===== src/hdl/dtr_pkg.sv =====
package dtr_pkg;

  // Cycle count wraps to zero on reaching this value.
  localparam int unsigned CYCLES_PER_SECOND = 4194304;
  localparam int unsigned CNT_W = $clog2(CYCLES_PER_SECOND);

  localparam int unsigned MASK_W = 13;
  localparam int unsigned AND_W = (CNT_W > MASK_W) ? CNT_W : MASK_W;

  localparam logic [15:0] ADDR_DIVIDER = 16'hFF04;
  localparam logic [15:0] ADDR_COUNTER = 16'hFF05;
  localparam logic [15:0] ADDR_MODULO  = 16'hFF06;
  localparam logic [15:0] ADDR_CONTROL = 16'hFF07;

  localparam logic [MASK_W-1:0] MASK_RESET = MASK_W'(4096);
  localparam logic [MASK_W-1:0] MASK_1024  = MASK_W'(1024 - 1);
  localparam logic [MASK_W-1:0] MASK_16    = MASK_W'(16 - 1);
  localparam logic [MASK_W-1:0] MASK_64    = MASK_W'(64 - 1);
  localparam logic [MASK_W-1:0] MASK_256   = MASK_W'(256 - 1);

  localparam int unsigned CTRL_ENABLE_BIT = 2;

  typedef enum logic [1:0] {
    CMD_TICK  = 2'd0,
    CMD_READ  = 2'd1,
    CMD_WRITE = 2'd2
  } command_t;

  typedef enum logic [1:0] {
    PRESCALE_1024 = 2'd0,
    PRESCALE_16   = 2'd1,
    PRESCALE_64   = 2'd2,
    PRESCALE_256  = 2'd3
  } prescale_t;

  typedef struct packed {
    command_t    command;
    logic [15:0] address;
    logic [7:0]  write_data;
  } cmd_item_t;

  typedef struct packed {
    logic [7:0] read_data;
    logic       overflow;
  } res_item_t;

endpackage


===== src/hdl/divider_timer_with_reload.sv =====
// Memory-mapped divider and counter timer. Each request is a tick, a bus read or a bus
// write; every request produces exactly one result in the cycle after it is accepted. A new
// request is taken every clock as long as the result register is empty or being drained
// in the same cycle, so the sustained rate is one request per cycle; the only thing that
// holds the input back is a stalled result (cmd_stall follows res_stall while a result
// waits). Registers sit at FF04 (divider, cleared by any write), FF05 (counter), FF06
// (reload value) and FF07 (control: bit 2 enable, bits 1:0 prescale 1024/16/64/256 ticks).
module divider_timer_with_reload import dtr_pkg::*; (
  input  logic      clk,
  input  logic      rst,
  input  logic      cmd_valid,
  output logic      cmd_stall,
  input  cmd_item_t cmd,
  output logic      res_valid,
  input  logic      res_stall,
  output res_item_t res
);

  logic [CNT_W-1:0]  cycle_count, cycle_count_next;
  logic [7:0]        divider, divider_next;
  logic [7:0]        counter, counter_next;
  logic [7:0]        modulo, modulo_next;
  logic [7:0]        control, control_next;
  logic              enabled, enabled_next;
  logic [MASK_W-1:0] prescale_mask, prescale_mask_next;
  res_item_t         res_next;

  logic              accept;
  logic [CNT_W:0]    count_inc;
  logic [AND_W-1:0]  masked;
  logic [7:0]        counter_inc;

  assign cmd_stall = res_valid && res_stall;
  assign accept    = cmd_valid && !cmd_stall;

  always_comb begin
    cycle_count_next   = cycle_count;
    divider_next       = divider;
    counter_next       = counter;
    modulo_next        = modulo;
    control_next       = control;
    enabled_next       = enabled;
    prescale_mask_next = prescale_mask;
    res_next           = '0;

    count_inc   = {1'b0, cycle_count} + (CNT_W+1)'(1);
    masked      = '0;
    counter_inc = counter + 8'd1;

    case (cmd.command)
      CMD_TICK: begin
        if (count_inc >= (CNT_W+1)'(CYCLES_PER_SECOND)) begin
          cycle_count_next = '0;
        end else begin
          cycle_count_next = count_inc[CNT_W-1:0];
        end
        if (cycle_count_next[7:0] == 8'd0) begin
          divider_next = divider + 8'd1;
        end
        masked = AND_W'(cycle_count_next) & AND_W'(prescale_mask);
        if (enabled && masked == '0) begin
          // reload on wrap and raise the interrupt
          if (counter_inc == 8'd0) begin
            counter_next      = modulo;
            res_next.overflow = 1'b1;
          end else begin
            counter_next = counter_inc;
          end
        end
      end
      CMD_READ: begin
        case (cmd.address)
          ADDR_DIVIDER: res_next.read_data = divider;
          ADDR_COUNTER: res_next.read_data = counter;
          ADDR_MODULO:  res_next.read_data = modulo;
          ADDR_CONTROL: res_next.read_data = control;
          default:      res_next.read_data = 8'd0;
        endcase
      end
      CMD_WRITE: begin
        case (cmd.address)
          ADDR_DIVIDER: divider_next = 8'd0;
          ADDR_COUNTER: counter_next = cmd.write_data;
          ADDR_MODULO:  modulo_next  = cmd.write_data;
          ADDR_CONTROL: begin
            control_next = cmd.write_data;
            enabled_next = cmd.write_data[CTRL_ENABLE_BIT];
            case (prescale_t'(cmd.write_data[1:0]))
              PRESCALE_1024: prescale_mask_next = MASK_1024;
              PRESCALE_16:   prescale_mask_next = MASK_16;
              PRESCALE_64:   prescale_mask_next = MASK_64;
              PRESCALE_256:  prescale_mask_next = MASK_256;
              default:       prescale_mask_next = MASK_1024;
            endcase
          end
          default: ;
        endcase
      end
      default: ;
    endcase
  end

  always_ff @(posedge clk) begin
    if (rst) begin
      cycle_count   <= '0;
      divider       <= '0;
      counter       <= '0;
      modulo        <= '0;
      control       <= '0;
      enabled       <= 1'b0;
      prescale_mask <= MASK_RESET;
      res_valid     <= 1'b0;
    end else begin
      if (accept) begin
        cycle_count   <= cycle_count_next;
        divider       <= divider_next;
        counter       <= counter_next;
        modulo        <= modulo_next;
        control       <= control_next;
        enabled       <= enabled_next;
        prescale_mask <= prescale_mask_next;
        res_valid     <= 1'b1;
      end else if (!res_stall) begin
        res_valid <= 1'b0;
      end
    end
  end

  // hold the result while it is stalled
  always_ff @(posedge clk) begin
    if (accept) begin
      res <= res_next;
    end
  end

  a_count_in_range: assert property (@(posedge clk) disable iff (rst)
    {1'b0, cycle_count} < (CNT_W+1)'(CYCLES_PER_SECOND))
    else $error("cycle count out of range");

  a_accept_gives_result: assert property (@(posedge clk) disable iff (rst)
    accept |=> res_valid)
    else $error("accepted request produced no result");

  a_no_overflow_when_disabled: assert property (@(posedge clk) disable iff (rst)
    (accept && !enabled) |=> !res.overflow)
    else $error("overflow raised while timer disabled");

  a_reload_on_overflow: assert property (@(posedge clk) disable iff (rst)
    (accept && res_next.overflow) |=> (counter == modulo))
    else $error("counter not reloaded on overflow");

endmodule

===== config.mk =====
export PLATFORM = sky130hd
export DESIGN_NAME = divider_timer_with_reload
export DESIGN_NICKNAME = d
export VERILOG_FILES = /design/src/hdl/dtr_pkg.sv /design/src/hdl/divider_timer_with_reload.sv
export SDC_FILE = /design/constraint.sdc
export NUM_CORES = 1
export LEC_CHECK = 0
export BUFFER_PORTS_ARGS = -buffer_cell sky130_fd_sc_hd__buf_2
export CAP_MARGIN = 40
export CORE_ASPECT_RATIO = 0.9
export CORE_UTILIZATION = 45
export DETAILED_ROUTE_END_ITERATION = 12
export MAX_ROUTING_LAYER = met4
export SYNTH_ARGS = -nofsm -noshare
export SYNTH_HDL_FRONTEND = slang
export SYNTH_SLANG_ARGS = --single-unit

===== constraint.sdc =====
create_clock -name clk -period 4.9 [get_ports clk]
set_input_delay 0.245 -clock clk [delete_from_list [all_inputs] [get_ports clk]]
set_output_delay 0.245 -clock clk [all_outputs]
set_load 0.02 [all_outputs]

==> results_dict.tcl <==
set metrics [dict create \
    hp-class "in2reg" \
    die_w_um 98.7 \
    cts_resized 0 \
    grt_max_degree 42 \
    timing.rr.end "counter[6]$_SDFFE_PP0P_" \
    clock.fmax_mhz 368 \
    synthFlopType "dfxtp_1" \
    slew_headroom_pct 45.9 \
    yosysSeqAreaShare_pct 38.9 \
    hpwlAfterDp_um 6590 \
    yosys_register_bits 69 \
    grt_usage_pct 23.0 \
    port_buffers 40 \
    cp_slowest_cell "nor4b_4" \
    cts_buffers 9 \
    endpoint_kind "register" \
    period_share_pct 55.5 \
    critPathLaunchType "register" \
    drtPass1Iterations 6 \
    crit_type "reg2reg" \
    cts_sinks 69 \
    setup_tns_ns 0 \
    areaGrowthSynthToFinish_pct 10.5 \
    ir_drop_mv 0.120 \
    hold_viol_final 0 \
    syn-num-nets 488 \
    synth_cell_type_count 64 \
    multi_input_area_mm2 0.00212 \
    num_vias 3426 \
    rr_worst_depth 8 \
    nets 513 \
    syn_inst 453 \
    holdPathStages 3 \
    yosysWarnings 0 \
    holdBufCountCts 0 \
    drt-initial-drc-count 275 \
    reg2reg_from "cycle_count[0]$_SDFFE_PP0P_" \
    antenna_found_initial 0 \
    ios 41 \
    die_y_um 89.0 \
    seq_area_mm2 0.00147 \
    cts_tree "built" \
    grt_pass1_wl_um 15200 \
    cellLeakagePower_nw 1.49 \
    gp_congestion 0.844 \
    postCtsSetupBuffers 0 \
    cts_root_buf "clkbuf_8" \
    synth.avg_cell_area_um2 8.36 \
    slowest_delay_ns 0.54 \
    hold_end "res_valid$_SDFFE_PP0P_" \
    ys_async_sr_fraction_pct 0 \
    power_density_mw_per_mm2 268 \
    fp.coreArea_mm2 0.00811 \
    cp.required_ns 5.18 \
    r2r_slack_ns 2.18 \
    clk_pin_slew_ns 0.07 \
    hold_start "cmd_valid" \
    skew_ns 0.00735 \
    antenna_left 0 \
    start_util_pct 46.7 \
    dieArea_mm2 0.00878 \
    finalHoldWorstSlack_ns 0.121 \
    fillers 765 \
    crit_fanout 8 \
    crit_chain "ha_1 > nand3_1 > o211a_1 > a2111oi_4 > nand2_2 > nor4b_4 > o221ai_1 > a21oi_1" \
    fin_crit_ns 2.72 \
    via_per_inst 5.89 \
    cts_buffer_depth 2 \
    rsz0062_at_grt "no" \
    h-tree-depth 3 \
    cap_viol_max_count 0 \
    final_layout_size_suffix_gt1_share_pct 17.4 \
    synth_edf_count 9 \
    slew_viol_final 0 \
    crit_arrival_ns 3.00 \
    grt_overflow 0 \
    drc_errors 0 \
    grt_pass1_vias 2934 \
    tightest_slew_ns 0.812 \
    status "finished clean" \
    antenna_cells 0 \
    drt-total-wl_um 9340 \
    clk_latency_ns 0.35 \
    synth.cell_area_mm2 0.00379 \
    wl_per_cell_um 16.0 \
    floorplan.rows 31 \
    setup_viol 0 \
]
## layout by cell type, fill, tap and decap left out, types with 2 or more instances in the layout
| master | instances |
|---|---|
| a211oi_1 | 3 |
| a21o_1 | 5 |
| a21oi_1 | 46 |
| a222oi_1 | 8 |
| a31o_2 | 2 |
| a31oi_1 | 3 |
| and2_1 | 5 |
| and3_1 | 3 |
| and4_1 | 3 |
| buf_2 | 40 |
| clkbuf_8 | 11 |
| clkinv_2 | 2 |
| dfxtp_1 | 60 |
| edfxtp_1 | 9 |
| ha_1 | 5 |
| inv_1 | 13 |
| mux2_2 | 8 |
| nand2_1 | 62 |
| nand2b_1 | 4 |
| nand3_1 | 28 |
| nand4_1 | 13 |
| nor2_1 | 52 |
| nor3_1 | 7 |
| nor3b_1 | 2 |
| nor4_1 | 5 |
| nor4b_2 | 2 |
| o21ai_0 | 9 |
| o221ai_1 | 6 |
| or2_2 | 3 |
| or3_1 | 5 |
| xnor2_1 | 12 |
| xor2_1 | 15 |
## stage by stage
stage / total power (W) / util, % / setup WS [ns] / cells / area (um2)
3_3_place_gp: 0.000651 / 49.1 / 2.43 / 566 / 3980
3_5_place_dp: 0.000652 / 49.1 / 2.27 / 566 / 3980
6_report: 0.00112 / 51.6 / 2.18 / 582 / 4180
4_1_cts: 0.00113 / 51.6 / 2.23 / 582 / 4180
2_1_floorplan: 0.000625 / - / 2.46 / 453 / 3790
5_1_grt: 0.00116 / 51.6 / 1.90 / 582 / 4180
## worst max-delay path, delay by kind of cell (launching register included)
| family | cells | cell delay, ns |
|---|---|---|
| flops | 1 | 0.44 |
| compound gates | 4 | 1.05 |
| fa+ha+maj | 1 | 0.28 |
| simple gates | 3 | 0.86 |
## state kept, by name, summed over array words and instances (netlist names)
register	count
control	8
counter	8
cycle_count	22
divider	8
modulo	8
prescale_mask	5
res	9
res_valid	1
## synth_stat cells, types with 2 or more instances
library cell	instances	share of area, %
a222oi_1	8	2.1
nor4_1	5	0.83
buf_2	4	0.53
and2_1	5	0.83
and3_1	3	0.50
nand2_1	62	6.1
o221ai_1	6	1.4
a21o_1	5	0.99
nand2b_1	4	0.66
a31o_2	2	0.46
buf_6	2	0.59
clkbuf_1	17	1.7
and4_1	3	0.69
o21ai_0	9	1.2
ha_1	5	1.7
mux2_2	8	2.4
a31oi_1	3	0.50
nor4b_2	2	0.79
or2_2	3	0.50
xnor2_1	12	2.8
nand3_1	28	3.7
a21oi_1	46	6.1
or3_1	5	0.83
xor2_1	15	3.5
nor2_1	52	5.2
nor3_1	7	0.93
a211oi_1	3	0.59
nor3b_1	2	0.40
inv_1	13	1.3
nand4_1	13	2.1
edfxtp_1	9	7.1
dfxtp_1	60	32
## per-layer routing
layer / track usage (%) / vias to the layer above / part of all wire, %
li1: - / 1673 / -
met1: 32.8 / 1608 / 51
met2: 32.4 / 133 / 41
met3: 4.85 / 12 / 7.0
met4: 7.33 / 0 / 1.2
met5: - / - / 0
## layout make-up
cell class	count	area share [%]
Clock buffer	12	3.71
Clock inverter	4	1.14
Inverter	14	1.26
Multi-Input combinational cell	343	50.8
Sequential cell	69	35.2
Tap cell	99	2.96
Timing Repair Buffer	41	4.97
## logic make-up after synthesis
logic type,Yosys count,synth area share [%]
buffers and inverters,41,5.02
DFF,69,38.9
muxes,9,2.64
adders and majority gates,5,1.65
xor gates and xnor gates,28,6.97
and+or+nand+nor,206,27.8
AOI/OAI and AO/OA,95,17.0
## worst max-delay path by stage
stage               slack, ns                   startpoint  cells after the start                      end
floorplan                2.46  cycle_count[0]$_SDFFE_PP0P_                     10  counter[0]$_SDFFE_PP0P_
finish                   2.18  cycle_count[0]$_SDFFE_PP0P_                      8  counter[6]$_SDFFE_PP0P_
global placement         2.43  cycle_count[1]$_SDFFE_PP0P_                      8  counter[3]$_SDFFE_PP0P_
global route             1.90  cycle_count[0]$_SDFFE_PP0P_                      8  counter[6]$_SDFFE_PP0P_
CTS                      2.23  cycle_count[0]$_SDFFE_PP0P_                      8  counter[6]$_SDFFE_PP0P_
detailed placement       2.27  cycle_count[1]$_SDFFE_PP0P_                      8  counter[6]$_SDFFE_PP0P_
## power breakdown
part | switching, W | total, W | leakage [nW] | internal (W)
Clock | 0.000222 | 0.000483 | 0.102 | 0.000261
Combinational | 0.0000406 | 0.0000604 | 0.815 | 0.0000198
Sequential | 0.00000206 | 0.000578 | 0.574 | 0.000576
Total | 0.000264 | 0.00112 | 1.49 | 0.000857
Note: power is estimated with default switching activity, not from simulation.
